<file path="config.mk">
export PLATFORM = sky130hd
export DESIGN_NAME = pid_position_controller
export DESIGN_NICKNAME = d
export VERILOG_FILES = /design/src/design/pidc_pkg.sv /design/src/design/pidc_seq.sv /design/src/design/pidc_dpath.sv /design/src/design/pid_position_controller.sv
export VERILOG_INCLUDE_DIRS = /design/src /design/src/design
export SDC_FILE = /design/constraint.sdc
export NUM_CORES = 2
export LEC_CHECK = 0
export BUFFER_PORTS_ARGS = -buffer_cell sky130_fd_sc_hd__buf_4
export CAP_MARGIN = 0
export CORE_AREA = 3 3 585 587
export DETAILED_ROUTE_END_ITERATION = 16
export DIE_AREA = 0 0 588 590
export GPL_TIMING_DRIVEN = 1
export PLACE_DENSITY = 0.36
export SLEW_MARGIN = 5
export SYNTH_ARGS = -nofsm -noshare
export SYNTH_HDL_FRONTEND = slang
export SYNTH_SLANG_ARGS = --single-unit
export TNS_END_PERCENT = 100
</file>
<file path="constraint.sdc">
create_clock -name i_clk -period 12.62 [get_ports i_clk]
set_clock_uncertainty 0.1 [all_clocks]
set_input_delay 1.262 -clock i_clk [delete_from_list [all_inputs] [get_ports i_clk]]
set_output_delay 1.262 -clock i_clk [all_outputs]
set_load 0.05 [all_outputs]
</file>
<file path="src/design/pid_position_controller_assert.svh">
// Assertion macros used by pid_position_controller, which checks itself.
`ifndef PID_POSITION_CONTROLLER_ASSERT_SVH
`define PID_POSITION_CONTROLLER_ASSERT_SVH

// Consequence must hold in the same cycle as the antecedent.
`define PIDC_ASSERT_IMP(label, clk, rst_n, ante, cons, msg) \
    label: assert property (@(posedge clk) disable iff (!rst_n) (ante) |-> (cons)) \
        else $error(msg);

// Consequence must hold in the cycle after the antecedent.
`define PIDC_ASSERT_NXT(label, clk, rst_n, ante, cons, msg) \
    label: assert property (@(posedge clk) disable iff (!rst_n) (ante) |=> (cons)) \
        else $error(msg);

`endif

</file>
<file path="src/design/pidc_pkg.sv">
`default_nettype none

package pidc_pkg;

    localparam int unsigned DataW      = 32;
    localparam int unsigned MulW       = DataW + 1;
    localparam int unsigned ProdW      = 2 * MulW;
    localparam int unsigned IntegW     = 64;
    localparam int unsigned AccW       = 96;
    localparam int unsigned ITermShift = 24;
    localparam int unsigned PdShift    = 16;
    localparam int unsigned IClampBit  = 50;
    localparam int unsigned SumW       = 54;
    localparam int unsigned DivCntW    = $clog2(DataW + 1);
    localparam int unsigned InW        = 3 * DataW;
    localparam int unsigned OutW       = 2 * DataW;

    localparam int unsigned CfgAddrW = 2;
    localparam logic [CfgAddrW-1:0] CFG_KP = 2'd0;
    localparam logic [CfgAddrW-1:0] CFG_KI = 2'd1;
    localparam logic [CfgAddrW-1:0] CFG_KD = 2'd2;

    localparam logic [DataW-1:0] KP_RESET = 32'd65536;
    localparam logic [DataW-1:0] KI_RESET = 32'd17;
    localparam logic [DataW-1:0] KD_RESET = 32'd65536000;

    localparam logic [DataW-1:0] S32_MAX = {1'b0, {(DataW-1){1'b1}}};
    localparam logic [DataW-1:0] S32_MIN = {1'b1, {(DataW-1){1'b0}}};

    // Datapath operations.
    typedef logic [3:0] t_op;
    localparam t_op OP_NOP      = 4'd0;
    localparam t_op OP_ERR      = 4'd1;
    localparam t_op OP_DIV_INIT = 4'd2;
    localparam t_op OP_ADD_P    = 4'd3;
    localparam t_op OP_INTEG    = 4'd4;
    localparam t_op OP_ACC_LO   = 4'd5;
    localparam t_op OP_ACC_HI   = 4'd6;
    localparam t_op OP_ADD_I    = 4'd7;
    localparam t_op OP_DIV_STEP = 4'd8;
    localparam t_op OP_ADD_D    = 4'd9;
    localparam t_op OP_FINISH   = 4'd10;
    localparam t_op OP_FIRST    = 4'd11;

    // Multiplier operand selection.
    typedef logic [2:0] t_mul;
    localparam t_mul MUL_NONE  = 3'd0;
    localparam t_mul MUL_KP_E  = 3'd1;
    localparam t_mul MUL_E_DT  = 3'd2;
    localparam t_mul MUL_KI_LO = 3'd3;
    localparam t_mul MUL_KI_HI = 3'd4;
    localparam t_mul MUL_KD_Q  = 3'd5;

    // Jump conditions.
    typedef logic [1:0] t_cond;
    localparam t_cond COND_NEVER    = 2'd0;
    localparam t_cond COND_NO_STAMP = 2'd1;
    localparam t_cond COND_DT_ZERO  = 2'd2;
    localparam t_cond COND_DIV_MORE = 2'd3;

    // End-of-program marks.
    typedef logic [1:0] t_fin;
    localparam t_fin FIN_NONE   = 2'd0;
    localparam t_fin FIN_RESULT = 2'd1;
    localparam t_fin FIN_EMPTY  = 2'd2;

    localparam int unsigned StepW = 4;
    typedef logic [StepW-1:0] t_step;
    localparam t_step ST_ERR      = 4'd0;
    localparam t_step ST_MUL_P    = 4'd1;
    localparam t_step ST_MUL_EDT  = 4'd2;
    localparam t_step ST_INTEG    = 4'd3;
    localparam t_step ST_MUL_ILO  = 4'd4;
    localparam t_step ST_MUL_IHI  = 4'd5;
    localparam t_step ST_ACC_HI   = 4'd6;
    localparam t_step ST_ADD_I    = 4'd7;
    localparam t_step ST_DIV      = 4'd8;
    localparam t_step ST_MUL_D    = 4'd9;
    localparam t_step ST_ADD_D    = 4'd10;
    localparam t_step ST_FINISH   = 4'd11;
    localparam t_step ST_FIRST    = 4'd12;

    typedef struct packed {
        t_op   op;
        t_mul  mul;
        t_cond cond;
        t_step target;
        t_fin  fin;
    } t_uword;

    typedef struct packed {
        logic exec;
        t_op  op;
        t_mul mul;
    } t_ctl;

    typedef struct packed {
        logic no_stamp;
        logic dt_zero;
        logic div_more;
    } t_flags;

    function automatic t_uword uw(input t_op op, input t_mul mul, input t_cond cond,
                                  input t_step target, input t_fin fin);
        t_uword w;
        w.op     = op;
        w.mul    = mul;
        w.cond   = cond;
        w.target = target;
        w.fin    = fin;
        return w;
    endfunction

    // Control program. A step whose condition holds jumps to its target,
    // otherwise it falls through to the next step; a step with an end mark ends the program.
    function automatic t_uword ucode_rom(input t_step step);
        t_uword w;
        unique case (step)
            ST_ERR:     w = uw(OP_ERR,      MUL_NONE,  COND_NO_STAMP, ST_FIRST,  FIN_NONE);
            ST_MUL_P:   w = uw(OP_DIV_INIT, MUL_KP_E,  COND_NEVER,    ST_ERR,    FIN_NONE);
            ST_MUL_EDT: w = uw(OP_ADD_P,    MUL_E_DT,  COND_NEVER,    ST_ERR,    FIN_NONE);
            ST_INTEG:   w = uw(OP_INTEG,    MUL_NONE,  COND_NEVER,    ST_ERR,    FIN_NONE);
            ST_MUL_ILO: w = uw(OP_NOP,      MUL_KI_LO, COND_NEVER,    ST_ERR,    FIN_NONE);
            ST_MUL_IHI: w = uw(OP_ACC_LO,   MUL_KI_HI, COND_NEVER,    ST_ERR,    FIN_NONE);
            ST_ACC_HI:  w = uw(OP_ACC_HI,   MUL_NONE,  COND_NEVER,    ST_ERR,    FIN_NONE);
            ST_ADD_I:   w = uw(OP_ADD_I,    MUL_NONE,  COND_DT_ZERO,  ST_FINISH, FIN_NONE);
            ST_DIV:     w = uw(OP_DIV_STEP, MUL_NONE,  COND_DIV_MORE, ST_DIV,    FIN_NONE);
            ST_MUL_D:   w = uw(OP_NOP,      MUL_KD_Q,  COND_NEVER,    ST_ERR,    FIN_NONE);
            ST_ADD_D:   w = uw(OP_ADD_D,    MUL_NONE,  COND_NEVER,    ST_ERR,    FIN_NONE);
            ST_FINISH:  w = uw(OP_FINISH,   MUL_NONE,  COND_NEVER,    ST_ERR,    FIN_RESULT);
            ST_FIRST:   w = uw(OP_FIRST,    MUL_NONE,  COND_NEVER,    ST_ERR,    FIN_EMPTY);
            default:    w = uw(OP_NOP,      MUL_NONE,  COND_NEVER,    ST_ERR,    FIN_EMPTY);
        endcase
        return w;
    endfunction

endpackage

`default_nettype wire

</file>
<file path="src/design/pidc_seq.sv">
`default_nettype none

module pidc_seq (
    input  wire logic            i_clk,
    input  wire logic            i_rst_n,
    input  wire logic            i_start,
    input  wire logic            i_hold,
    input  wire pidc_pkg::t_flags i_flags,
    output pidc_pkg::t_ctl       o_ctl,
    output logic                 o_busy
);

    logic             r_busy;
    logic             n_busy;
    pidc_pkg::t_step  r_step;
    pidc_pkg::t_step  n_step;
    pidc_pkg::t_uword uword;
    logic             cond_true;
    logic             stall;

    always_comb begin
        uword = pidc_pkg::ucode_rom(r_step);
        unique case (uword.cond)
            pidc_pkg::COND_NO_STAMP: cond_true = i_flags.no_stamp;
            pidc_pkg::COND_DT_ZERO:  cond_true = i_flags.dt_zero;
            pidc_pkg::COND_DIV_MORE: cond_true = i_flags.div_more;
            default:                 cond_true = 1'b0;
        endcase
        // The last step waits while the previous word is still in the output register.
        stall = (uword.fin == pidc_pkg::FIN_RESULT) && i_hold;

        o_ctl.exec = r_busy && !stall;
        o_ctl.op   = uword.op;
        o_ctl.mul  = uword.mul;

        n_busy = r_busy;
        n_step = r_step;
        if (!r_busy) begin
            if (i_start) begin
                n_busy = 1'b1;
                n_step = pidc_pkg::ST_ERR;
            end
        end else if (stall) begin
            n_step = r_step;
        end else if (uword.fin != pidc_pkg::FIN_NONE) begin
            n_busy = 1'b0;
        end else if (cond_true) begin
            n_step = uword.target;
        end else begin
            n_step = r_step + 1'b1;
        end
    end

    always_ff @(posedge i_clk) begin
        if (!i_rst_n) begin
            r_busy <= 1'b0;
            r_step <= pidc_pkg::ST_ERR;
        end else begin
            r_busy <= n_busy;
            r_step <= n_step;
        end
    end

    assign o_busy = r_busy;

endmodule

`default_nettype wire

</file>
<file path="src/design/pidc_dpath.sv">
`default_nettype none

module pidc_dpath (
    input  wire logic                          i_clk,
    input  wire logic                          i_rst_n,
    input  wire logic                          i_load,
    input  wire logic [pidc_pkg::InW-1:0]      i_item,
    input  wire logic [pidc_pkg::DataW-1:0]    i_kp,
    input  wire logic [pidc_pkg::DataW-1:0]    i_ki,
    input  wire logic [pidc_pkg::DataW-1:0]    i_kd,
    input  wire pidc_pkg::t_ctl                i_ctl,
    output pidc_pkg::t_flags                   o_flags,
    output logic [pidc_pkg::DataW-1:0]         o_drive,
    output logic [pidc_pkg::DataW-1:0]         o_error
);

    localparam int unsigned W = pidc_pkg::DataW;
    localparam logic signed [pidc_pkg::AccW-1:0] IMax =
        {{(pidc_pkg::AccW-pidc_pkg::IClampBit-1){1'b0}}, 1'b1, {pidc_pkg::IClampBit{1'b0}}};
    localparam logic signed [pidc_pkg::AccW-1:0] IMin = -IMax;
    localparam logic signed [pidc_pkg::SumW-1:0] SumMax =
        {{(pidc_pkg::SumW-W+1){1'b0}}, {(W-1){1'b1}}};
    localparam logic signed [pidc_pkg::SumW-1:0] SumMin =
        {{(pidc_pkg::SumW-W+1){1'b1}}, {(W-1){1'b0}}};

    // Item and per-item work registers.
    logic [W-1:0] r_tgt;
    logic [W-1:0] r_meas;
    logic [W-1:0] r_stamp;
    logic [W-1:0] r_e;
    logic [W-1:0] r_dt;
    logic signed [pidc_pkg::ProdW-1:0] r_prod;
    logic signed [pidc_pkg::AccW-1:0]  r_acc;
    logic signed [pidc_pkg::SumW-1:0]  r_sum;
    logic [W-1:0] r_rem;
    logic [W-1:0] r_quo;
    logic         r_neg;
    logic [pidc_pkg::DivCntW-1:0] r_cnt;

    // Controller state kept across items.
    logic signed [pidc_pkg::IntegW-1:0] r_integ;
    logic [W-1:0] r_prev;
    logic [W-1:0] r_last;
    logic         r_have;

    logic [W:0]   diff;
    logic [W-1:0] e_sat;
    logic [W:0]   num;
    logic [W:0]   mag;
    logic [W:0]   rem_sh;
    logic         rem_ge;
    logic signed [pidc_pkg::ProdW-1:0]  prod_sh;
    logic signed [pidc_pkg::AccW-1:0]   i_sh;
    logic signed [pidc_pkg::AccW-1:0]   i_clamped;
    logic [pidc_pkg::IntegW:0]          integ_sum;
    logic [pidc_pkg::IntegW-1:0]        integ_sat;
    logic [W:0]   q_s;
    logic signed [pidc_pkg::MulW-1:0]   mul_a;
    logic signed [pidc_pkg::MulW-1:0]   mul_b;
    logic signed [pidc_pkg::ProdW-1:0]  mul_p;

    always_comb begin
        diff = {r_tgt[W-1], r_tgt} - {r_meas[W-1], r_meas};
        if (diff[W] != diff[W-1]) begin
            e_sat = diff[W] ? pidc_pkg::S32_MIN : pidc_pkg::S32_MAX;
        end else begin
            e_sat = diff[W-1:0];
        end

        num = {r_e[W-1], r_e} - {r_prev[W-1], r_prev};
        mag = num[W] ? (~num + 1'b1) : num;

        // One restoring step of the magnitude divide.
        rem_sh = {r_rem, r_quo[W-1]};
        rem_ge = rem_sh >= {1'b0, r_dt};

        prod_sh   = r_prod >>> pidc_pkg::PdShift;
        i_sh      = r_acc >>> pidc_pkg::ITermShift;
        if (i_sh > IMax) begin
            i_clamped = IMax;
        end else if (i_sh < IMin) begin
            i_clamped = IMin;
        end else begin
            i_clamped = i_sh;
        end

        integ_sum = {r_integ[pidc_pkg::IntegW-1], r_integ}
                  + {r_prod[pidc_pkg::IntegW-1], r_prod[pidc_pkg::IntegW-1:0]};
        if (integ_sum[pidc_pkg::IntegW] != integ_sum[pidc_pkg::IntegW-1]) begin
            integ_sat = integ_sum[pidc_pkg::IntegW]
                      ? {1'b1, {(pidc_pkg::IntegW-1){1'b0}}}
                      : {1'b0, {(pidc_pkg::IntegW-1){1'b1}}};
        end else begin
            integ_sat = integ_sum[pidc_pkg::IntegW-1:0];
        end

        q_s = r_neg ? (~{1'b0, r_quo} + 1'b1) : {1'b0, r_quo};

        unique case (i_ctl.mul)
            pidc_pkg::MUL_KP_E: begin
                mul_a = {i_kp[W-1], i_kp};
                mul_b = {r_e[W-1], r_e};
            end
            pidc_pkg::MUL_E_DT: begin
                mul_a = {r_e[W-1], r_e};
                mul_b = {1'b0, r_dt};
            end
            pidc_pkg::MUL_KI_LO: begin
                mul_a = {i_ki[W-1], i_ki};
                mul_b = {1'b0, r_integ[W-1:0]};
            end
            pidc_pkg::MUL_KI_HI: begin
                mul_a = {i_ki[W-1], i_ki};
                mul_b = {r_integ[pidc_pkg::IntegW-1], r_integ[pidc_pkg::IntegW-1:W]};
            end
            pidc_pkg::MUL_KD_Q: begin
                mul_a = {i_kd[W-1], i_kd};
                mul_b = q_s;
            end
            default: begin
                mul_a = '0;
                mul_b = '0;
            end
        endcase
        mul_p = mul_a * mul_b;

        if (r_sum > SumMax) begin
            o_drive = pidc_pkg::S32_MAX;
        end else if (r_sum < SumMin) begin
            o_drive = pidc_pkg::S32_MIN;
        end else begin
            o_drive = r_sum[W-1:0];
        end
    end

    always_ff @(posedge i_clk) begin
        if (i_load) begin
            r_tgt   <= i_item[W-1:0];
            r_meas  <= i_item[2*W-1:W];
            r_stamp <= i_item[3*W-1:2*W];
        end
        if (i_ctl.exec && (i_ctl.mul != pidc_pkg::MUL_NONE)) begin
            r_prod <= mul_p;
        end
        if (i_ctl.exec) begin
            unique case (i_ctl.op)
                pidc_pkg::OP_ERR: begin
                    r_e  <= e_sat;
                    r_dt <= r_stamp - r_last;
                end
                pidc_pkg::OP_DIV_INIT: begin
                    r_neg <= num[W];
                    r_quo <= mag[W-1:0];
                    r_rem <= '0;
                    r_cnt <= pidc_pkg::DivCntW'(W);
                end
                pidc_pkg::OP_ADD_P: begin
                    r_sum <= prod_sh[pidc_pkg::SumW-1:0];
                end
                pidc_pkg::OP_ACC_LO: begin
                    r_acc <= {{(pidc_pkg::AccW-pidc_pkg::ProdW){r_prod[pidc_pkg::ProdW-1]}},
                              r_prod};
                end
                pidc_pkg::OP_ACC_HI: begin
                    r_acc <= r_acc + {r_prod[pidc_pkg::IntegW-1:0], {W{1'b0}}};
                end
                pidc_pkg::OP_ADD_I: begin
                    r_sum <= r_sum + i_clamped[pidc_pkg::SumW-1:0];
                end
                pidc_pkg::OP_DIV_STEP: begin
                    r_rem <= rem_ge ? (rem_sh[W-1:0] - r_dt) : rem_sh[W-1:0];
                    r_quo <= {r_quo[W-2:0], rem_ge};
                    r_cnt <= r_cnt - 1'b1;
                end
                pidc_pkg::OP_ADD_D: begin
                    r_sum <= r_sum + prod_sh[pidc_pkg::SumW-1:0];
                end
                default: begin
                end
            endcase
        end
    end

    always_ff @(posedge i_clk) begin
        if (!i_rst_n) begin
            r_integ <= '0;
            r_prev  <= '0;
            r_last  <= '0;
            r_have  <= 1'b0;
        end else if (i_ctl.exec) begin
            unique case (i_ctl.op)
                pidc_pkg::OP_INTEG: begin
                    r_integ <= integ_sat;
                end
                pidc_pkg::OP_FINISH: begin
                    r_prev <= r_e;
                    r_last <= r_stamp;
                end
                pidc_pkg::OP_FIRST: begin
                    r_last <= r_stamp;
                    r_have <= 1'b1;
                end
                default: begin
                end
            endcase
        end
    end

    assign o_flags.no_stamp = !r_have;
    assign o_flags.dt_zero  = (r_dt == '0);
    assign o_flags.div_more = (r_cnt != pidc_pkg::DivCntW'(1));
    assign o_error          = r_e;

endmodule

`default_nettype wire

</file>
<file path="src/design/pid_position_controller.sv">
// Each input word yields a result word, but the first word after reset gives no result;
// when dt is zero the derivative term is skipped. A new word is taken only when idle,
// so the block is through with one word before it takes the next; the bit-serial divide
// of the derivative term and the single shared 33x33 multiplier set the pace of a word.
// Reset (synchronous, active low) clears the integral, previous error, stored stamp and
// the output valid flag, and loads the gains with their default values.
`default_nettype none

`include "pid_position_controller_assert.svh"

module pid_position_controller (
    input  wire logic                             i_clk,
    input  wire logic                             i_rst_n,
    // tdata: target_position [31:0], measured_position [63:32], time_stamp [95:64]
    input  wire logic [pidc_pkg::InW-1:0]         i_s_tdata,
    input  wire logic                             i_s_tvalid,
    output logic                                  o_s_tready,
    // tdata: drive_value [31:0], error_value [63:32]
    output logic [pidc_pkg::OutW-1:0]             o_m_tdata,
    output logic                                  o_m_tvalid,
    input  wire logic                             i_m_tready,
    input  wire logic                             i_cfg_wr_en,
    input  wire logic [pidc_pkg::CfgAddrW-1:0]    i_cfg_addr,
    input  wire logic [pidc_pkg::DataW-1:0]       i_cfg_wdata
);

    logic [pidc_pkg::DataW-1:0] r_kp;
    logic [pidc_pkg::DataW-1:0] r_ki;
    logic [pidc_pkg::DataW-1:0] r_kd;
    logic                       r_out_valid;
    logic [pidc_pkg::DataW-1:0] r_drive;
    logic [pidc_pkg::DataW-1:0] r_err;

    logic                       seq_busy;
    logic                       s_accept;
    logic                       out_hold;
    logic                       w_result;
    pidc_pkg::t_ctl             ctl;
    pidc_pkg::t_flags           flags;
    logic [pidc_pkg::DataW-1:0] drive;
    logic [pidc_pkg::DataW-1:0] err;

    assign o_s_tready = !seq_busy;
    assign s_accept   = i_s_tvalid && o_s_tready;
    assign out_hold   = r_out_valid && !i_m_tready;
    assign w_result   = ctl.exec && (ctl.op == pidc_pkg::OP_FINISH);

    pidc_seq u_seq (
        .i_clk   (i_clk),
        .i_rst_n (i_rst_n),
        .i_start (s_accept),
        .i_hold  (out_hold),
        .i_flags (flags),
        .o_ctl   (ctl),
        .o_busy  (seq_busy)
    );

    pidc_dpath u_dpath (
        .i_clk   (i_clk),
        .i_rst_n (i_rst_n),
        .i_load  (s_accept),
        .i_item  (i_s_tdata),
        .i_kp    (r_kp),
        .i_ki    (r_ki),
        .i_kd    (r_kd),
        .i_ctl   (ctl),
        .o_flags (flags),
        .o_drive (drive),
        .o_error (err)
    );

    always_ff @(posedge i_clk) begin
        if (!i_rst_n) begin
            r_kp <= pidc_pkg::KP_RESET;
            r_ki <= pidc_pkg::KI_RESET;
            r_kd <= pidc_pkg::KD_RESET;
        end else if (i_cfg_wr_en) begin
            unique case (i_cfg_addr)
                pidc_pkg::CFG_KP: r_kp <= i_cfg_wdata;
                pidc_pkg::CFG_KI: r_ki <= i_cfg_wdata;
                pidc_pkg::CFG_KD: r_kd <= i_cfg_wdata;
                default: begin
                end
            endcase
        end
    end

    always_ff @(posedge i_clk) begin
        if (!i_rst_n) begin
            r_out_valid <= 1'b0;
        end else if (w_result) begin
            r_out_valid <= 1'b1;
        end else if (i_m_tready) begin
            r_out_valid <= 1'b0;
        end
    end

    always_ff @(posedge i_clk) begin
        if (w_result) begin
            r_drive <= drive;
            r_err   <= err;
        end
    end

    assign o_m_tvalid = r_out_valid;
    assign o_m_tdata  = {r_err, r_drive};

    `PIDC_ASSERT_IMP(a_no_overwrite, i_clk, i_rst_n, w_result, !out_hold, "result overwrote a pending word")
    `PIDC_ASSERT_NXT(a_busy_after_accept, i_clk, i_rst_n, s_accept, !o_s_tready, "sequencer did not start")
    `PIDC_ASSERT_NXT(a_idle_after_result, i_clk, i_rst_n, w_result, o_s_tready, "sequencer did not return idle")

endmodule

`default_nettype wire

</file>
; ---- Yosys cells after proc, flatten, opt, wreduce, memory -nomap -nowiden
; Memory sizes are Yosys's and may differ from the RTL's. A register that Yosys moved wholly into a read port is not among the register bits.
; Cells that the tools add are included.
[classes]
n_addsub = 12
n_mul = 1
n_lt_le_gt_ge = 5
n_eq_ne = 27
mux = 31
bitwise_logic = 2
reduce_logical = 34
[ops]
columns = operator, n
row1 = $pmux W96 S2, 1
row2 = $pmux W33 S5, 1
row3 = $pmux W54 S3, 1
row4 = $mux W32, 5
row5 = $pmux W33 S4, 1
row6 = $mux W64, 2
row7 = $pmux W32 S2, 2
row8 = $add A54 B54 Y54, 2
row9 = $mux W54, 2
row10 = $add A96 B96 Y96, 1
row11 = $gt A72 B52 Y1 const B, 1
row12 = $lt A72 B51 Y1 const B, 1
row13 = $mul A33 B33 Y66, 1
row14 = $sub A32 B32 Y33, 2
row15 = $add A64 B64 Y65, 1
row16 = $sub A32 B32 Y32, 2
row17 = $gt A54 B32 Y1 const B, 1
row18 = $lt A54 B32 Y1 const B, 1
row19 = $add A33 B1 Y33 const B, 1
row20 = $ge A33 B32 Y1, 1
row21 = $mux W33, 1
row22 = $not A32 Y33, 1
row23 = $add A32 B1 Y32 const B, 1
row24 = $logic_not A32 Y1, 1
row25 = other kinds (27), 78
[totals]
ff_bits = 742
mem_bits_ro = 240
in_bits = 135
output_inout_bits = 66
word_cells = 137
n_memories = 1
[memory_table]
columns = name, depth, word_bits, read_ports, rd_ports_with_merged_regs, wr, line_no
row1 = (no name shown), 16, 15, 1, 1, 0, pidc_pkg.sv:118  ; unique case (step)

; ---- Logic depth before layout (Yosys ltp)
[logic_depth]
ltp_word = 8
mapped_depth = 40

; ---- Cells and area by module
; Synthesis repeated with hierarchy kept, for this count alone.
[unflattened]
hier_cells = 9354
hier_area_um2 = 84773.8
[by_module_without_submodules]
columns = mod, n_inst, cells_per_inst, area_per_inst_um2
row1 = pidc_dpath, 1, 8807, 78059.9
row2 = pid_position_controller, 1, 436, 5666.7
row3 = pidc_seq, 1, 111, 1047.3

; ---- Worst setup path before layout
; Ideal clock, no wire load.
[synth_timing]
kind = register to register
start = reg u_dpath.r_quo[3]
end = reg u_dpath.r_prod[65] in the netlist's numbering (data pin)
setup_ns = 0.261
arrival_ns = 9.964
required_ns = 12.259
path_slack_ns = 2.295
path_stages_with_launch = 39
path_buffers = 2
path_cell_list = edfxtp_1 > or4_1 > or3_1 > or3_1 > or4_1 > or3_4 > o41ai_2 > xor2_1 > nor2_1 > nor2_4 > buf_2 > nor2_1 > fa_1 > inv_1 > fa_1 > inv_1 > fa_1 > inv_1 > [3 not listed] > fa_1 > fa_1 > inv_1 > fa_1 > inv_1 > ha_1 > clkbuf_1 > and4_1 > nor4bb_1 > nand3_1 > nor2_1 > o21ai_0 > nand3_1 > a31o_2 > a32oi_1 > a211o_1 > o21ai_0 > xnor2_1
[synth_between]
elab_chain_len = 5
[synth_lines]
columns = item, line_no
row1 = start: declaration, pidc_dpath.sv:36  ; logic [W-1:0] r_quo;
row2 = start signal: assignment, pidc_dpath.sv:153  ; r_quo <= mag[W-1:0];
row3 = start signal: assignment, pidc_dpath.sv:172  ; r_quo <= {r_quo[W-2:0], rem_ge};
row4 = $not A32 Y33, pidc_dpath.sv:97  ; q_s = r_neg ? (~{1'b0, r_quo} + 1'b1) : {1'b0, r_quo};
row5 = $add A33 B1 Y33, pidc_dpath.sv:97
row6 = $mux W33 (*), pidc_dpath.sv:97
row7 = $pmux W33 S5 (*), pidc_dpath.sv:99  ; unique case (i_ctl.mul)
row8 = $mul A33 B33 Y66 (*), pidc_dpath.sv:125  ; mul_p = mul_a * mul_b;
row9 = "via u_dpath.mul_p, one bit", pidc_dpath.sv:60  ; logic signed [pidc_pkg::ProdW-1:0] mul_p;
row10 = end signal: assignment, pidc_dpath.sv:143  ; r_prod <= mul_p;
row11 = end: declaration, pidc_dpath.sv:32  ; logic signed [pidc_pkg::ProdW-1:0] r_prod;
; Mark *: on every way through the listed nets, which the timed path passes. The rest lies on a longest branch.
; A chain may end at the register's enable or synchronous reset.

; ---- Final worst setup path
[layout_timing]
start = reg u_dpath.r_quo[3]
end = reg u_dpath.r_prod[64] in the netlist's numbering (data pin)
; The elaborated chain is that of the path after synthesis.

==> results.txt <==
- Result of the run: complete, no violations
* Fraction of met1 tracks used by global routing: 0.274
- Syn nets: 11,200
* Average vias per placed instance: 4.82
- Post-CTS repair changed the size of 0 cells.
* Crit path required time: roughly 13,000 ps
- Global routing met2 resource utilization: 0.311
- The most common cell in the synthesized netlist is sky130_fd_sc_hd__nand2_1.
* Path type of the worst setup path: register to register
- Sorting the synthesized cells by how often they occur yields sky130_fd_sc_hd__nand2_1 (1,458), sky130_fd_sc_hd__inv_1 (1,420), sky130_fd_sc_hd__fa_1 (1,129).
- For the worst setup path, the data arrival time is roughly 12,000 ps.
- After layout, the worst setup slack is about 700 ps.
* Final setup violation count: 0
* Clock Tree Root: sky130_fd_sc_hd__clkbuf_16
* Netlist area before placement: roughly 84,000 sq um
- Fin Setup TNS: 0 ps
* Largest area contributor in the synthesized netlist: sky130_fd_sc_hd__fa_1
- After the first detailed-routing iteration, the DRC count stood at around 5,000.
* Worst Tran Pin Value: roughly 1300 ps
- Global-route wire length before repair: 498,000 microns
* Largest cells by area after synthesis: sky130_fd_sc_hd__fa_1 (27%), sky130_fd_sc_hd__edfxtp_1 (17%), sky130_fd_sc_hd__ha_1 (7.9%), sky130_fd_sc_hd__nand2_1 (6.5%), sky130_fd_sc_hd__inv_1 (6.3%)
- In this run the static leakage power is 41.5 nW.
- Yosys top cell area share: 0.268
- Compared with the post-synthesis result, the final layout area differs by 12.9%.
* Standard-cell row count: roughly 210
* Number of distinct standard cells referenced by the synthesized netlist: 85
- Summed over all nets, the half-perimeter wirelength after detailed placement is between 200,000 and 300,000 microns.
* Cell total after placement: between 10,000 and 15,000
- Dominant synthesized flop cell: sky130_fd_sc_hd__edfxtp_1
- Synthesized flop and latch total: 732
- In this run the power density over the cells is 89.8 nW/um^2.
- In this run the tool buffered the top-level ports with 200 buffer cells.
- Class of the tightest hold or removal check: register to register
- After detailed routing, the average wire length per cell comes to ~24 microns.
- Number of global-route vias before repair: between 70,000 and 80,000
* Top-level port count: approximately 200
* Post-layout power: approximately 8.6 mW
- Final hold violations: 0
- Along the worst path, the maximum fanout reaches 14.
- Counting I/O delays and the setup requirement, the final critical path takes about 12,000 ps.
* Clock Sink Count: 732
- Aggregate routed wire length: 342,000 microns
- Across every metal layer, demand over resource in global routing totals 0.194.
- The largest single stage delay on the critical path is between 800 and 900 ps.
- The clock passes through at most 3 buffers.
- Final count of pins violating max slew: 0
- CP most frequent cell: sky130_fd_sc_hd__fa_1
- Clock slew at the register clock pins of the worst setup and hold paths: approximately 60 ps
- Setup repair after global routing left no endpoint under its margin.
* RD Place Congestion: around 0.88
* Sequential cell area fraction in the yosys report: 0.231
- For this run, the number of Yosys warnings is 0.
- The die is 588 microns wide.
- CTS tree: yes
- Worst slew margin relative to its limit: 0.148
* Height of the die: 590 microns
- Entering global routing, the biggest net connects 92 pins.
- In this run the post-CTS setup repair buffer count came out at 0.
* Met3 GRT Util: 0.0256
* Worst slack after detailed placement: ~710 ps
* Final period util: 0.945
* Mean Syn Cell Area: roughly 9 sq um
- CTS H-Tree Depth: 3
- Number of max-cap violations: 0
* Fin nets: around 11,000
* Number of cells in the finished layout apart from fillers: between 10,000 and 15,000
- Peak ir drop on the vdd network: 110 uV
- Clock network latency to the later pin of the worst-skew pair: ~740 ps
- Element type at the critical path end: register
* Via count: 68,000
* Initial Util: 0.250
- In this run, post-CTS hold repair placed 0 buffers.
- Post-synthesis cell count: between 9,000 and 10,000
- Worst hold slack after final layout: ~350 ps
- Kind of launch point of the worst setup path: register
- Post-synth ARST share: 0
- The filler cells instantiated in the layout total around 36,000.
- Among all stages on the critical path, the largest delay is contributed by sky130_fd_sc_hd__nor2_1.
* Clock buffers created by TritonCTS: 90
* Global-route layer with the greatest usage: met2
- In this run the remaining antenna-violating nets after routing total 0.
* Number of design rule violations left after detail routing: 0
- Area enclosed by the die boundary: between 300,000 and 400,000 sq um
* Remaining global-route overflow: 0
- Number of enable-type register cells in the synthesized netlist: a little under 500
- In the final layout, the share of cells above drive strength 1 is 0.0744.
* Core Region: between 300,000 and 400,000 sq um
- Antenna violations before repair: 44
- Timing would allow up to about 84 MHz.
- For this run, the detailed router's first-pass iteration total came to 6.
-- layout by cell type (no fill, tap or decap), types with 33 or more instances in the layout --
master	n
sky130_fd_sc_hd__and3_1	43
sky130_fd_sc_hd__nor2b_1	50
sky130_fd_sc_hd__nor2_1	581
sky130_fd_sc_hd__and2_1	75
sky130_fd_sc_hd__a22o_1	67
sky130_fd_sc_hd__fa_1	1129
sky130_fd_sc_hd__a221oi_1	40
sky130_fd_sc_hd__o31ai_1	39
sky130_fd_sc_hd__a211oi_1	40
sky130_fd_sc_hd__nand2b_1	56
sky130_fd_sc_hd__inv_1	1418
sky130_fd_sc_hd__a31oi_1	50
sky130_fd_sc_hd__nand3_1	83
sky130_fd_sc_hd__ha_1	534
sky130_fd_sc_hd__o21bai_1	68
sky130_fd_sc_hd__o21a_1	70
sky130_fd_sc_hd__nand2_1	1454
sky130_fd_sc_hd__a22oi_1	63
sky130_fd_sc_hd__a221o_1	38
sky130_fd_sc_hd__buf_4	453
sky130_fd_sc_hd__a21o_1	188
sky130_fd_sc_hd__o211ai_1	44
sky130_fd_sc_hd__a21oi_1	639
sky130_fd_sc_hd__edfxtp_1	487
sky130_fd_sc_hd__nand4_1	77
sky130_fd_sc_hd__clkbuf_16	90
sky130_fd_sc_hd__or3_1	33
sky130_fd_sc_hd__nor4_1	40
sky130_fd_sc_hd__o21ai_0	439
sky130_fd_sc_hd__xor2_1	147
sky130_fd_sc_hd__nor3_1	75
sky130_fd_sc_hd__dfxtp_1	244
sky130_fd_sc_hd__xnor2_1	244
sky130_fd_sc_hd__maj3_1	54
-- final timing paths --
| kind | start | end | slack [ps] | depth (start not counted) |
|---|---|---|---|---|
| max reg2reg | u_dpath.r_quo[3]$_DFFE_PP_ | u_dpath.r_prod[64]$_DFFE_PP_ | 700 | 35 |
| max | u_dpath.r_quo[3]$_DFFE_PP_ | u_dpath.r_prod[64]$_DFFE_PP_ | 700 | 35 |
| min reg2reg | u_dpath.r_prev[13]$_SDFFE_PN0P_ | u_dpath.r_prev[13]$_SDFFE_PN0P_ | 350 | 2 |
| min | u_dpath.r_prev[13]$_SDFFE_PN0P_ | u_dpath.r_prev[13]$_SDFFE_PN0P_ | 350 | 2 |
-- worst max-delay path, delay by kind of cell, from the launching register on --
| kind | cells | cell delay, ps |
|---|---|---|
| AOI/OAI and AO/OA | 11 | 2510 |
| xor gates and xnor gates | 2 | 200 |
| adders and majority gates | 9 | 4190 |
| buffers and inverters | 5 | 600 |
| DFF | 1 | 470 |
| and+or+nand+nor | 8 | 3620 |
-- where the power goes --
part | leakage (nW) | switching [mW] | internal, mW
combinational | 33.6 | 1.96 | 0.983
clock | 1.46 | 1.20 | 1.55
sequential | 6.50 | 0.147 | 2.71
-- state kept, by name, indices dropped and copies added (netlist names), 14 cells and up --
| signal | cells |
|---|---|
| r_ki | 32 |
| u_seq.uword | 14 |
| u_dpath.o_error | 32 |
| u_dpath.r_stamp | 32 |
| u_dpath.r_sum | 54 |
| r_kp | 32 |
| u_dpath.r_dt | 32 |
| u_dpath.r_last | 32 |
| u_dpath.r_prev | 32 |
| u_dpath.r_meas | 32 |
| u_dpath.r_acc | 72 |
| u_dpath.r_integ | 64 |
| r_drive | 32 |
| u_dpath.r_tgt | 32 |
| r_kd | 32 |
| u_dpath.r_quo | 32 |
| u_dpath.r_rem | 32 |
| r_err | 32 |
| u_dpath.r_prod | 66 |
-- layout make-up --
cell class              instances  area (sq um)  area share
diodes                          8          20.0    0.000210
clock buffers                 117          2400      0.0252
clock inverters                52           634     0.00666
inverters                    1421          5340      0.0561
multi-input cells            6811         58200       0.611
flip-flops and latches        732         19500       0.205
well taps                    4515          5650      0.0593
repair buffers                459          3520      0.0370
-- logic make-up after synthesis --
| kind of cell | Yosys count | synth area share |
|---|---|---|
| compound gates | 1989 | 0.149 |
| xor+xnor | 393 | 0.0408 |
| fa+ha+maj | 1717 | 0.354 |
| buf+inv | 1870 | 0.0837 |
| flops | 732 | 0.231 |
| mux | 24 | 0.00297 |
| simple gates | 2688 | 0.138 |
-- per-stage QoR --
step | cell area [sq um] | util
3_3_place_gp | 92200 | 0.274
6_report | 95300 | 0.283
5_1_grt | 95200 | 0.283
2_1_floorplan | 84400 | -
3_5_place_dp | 92200 | 0.274
4_1_cts | 95200 | 0.283
-- metal layers --
layer / vias up / wire length [microns]
li1: 31300 / -
met1: 34700 / 159000
met2: 1672 / 155000
met3: 304 / 17100
met4: 4 / 10900
met5: - / 26
Power figures use the tool's default switching activity.
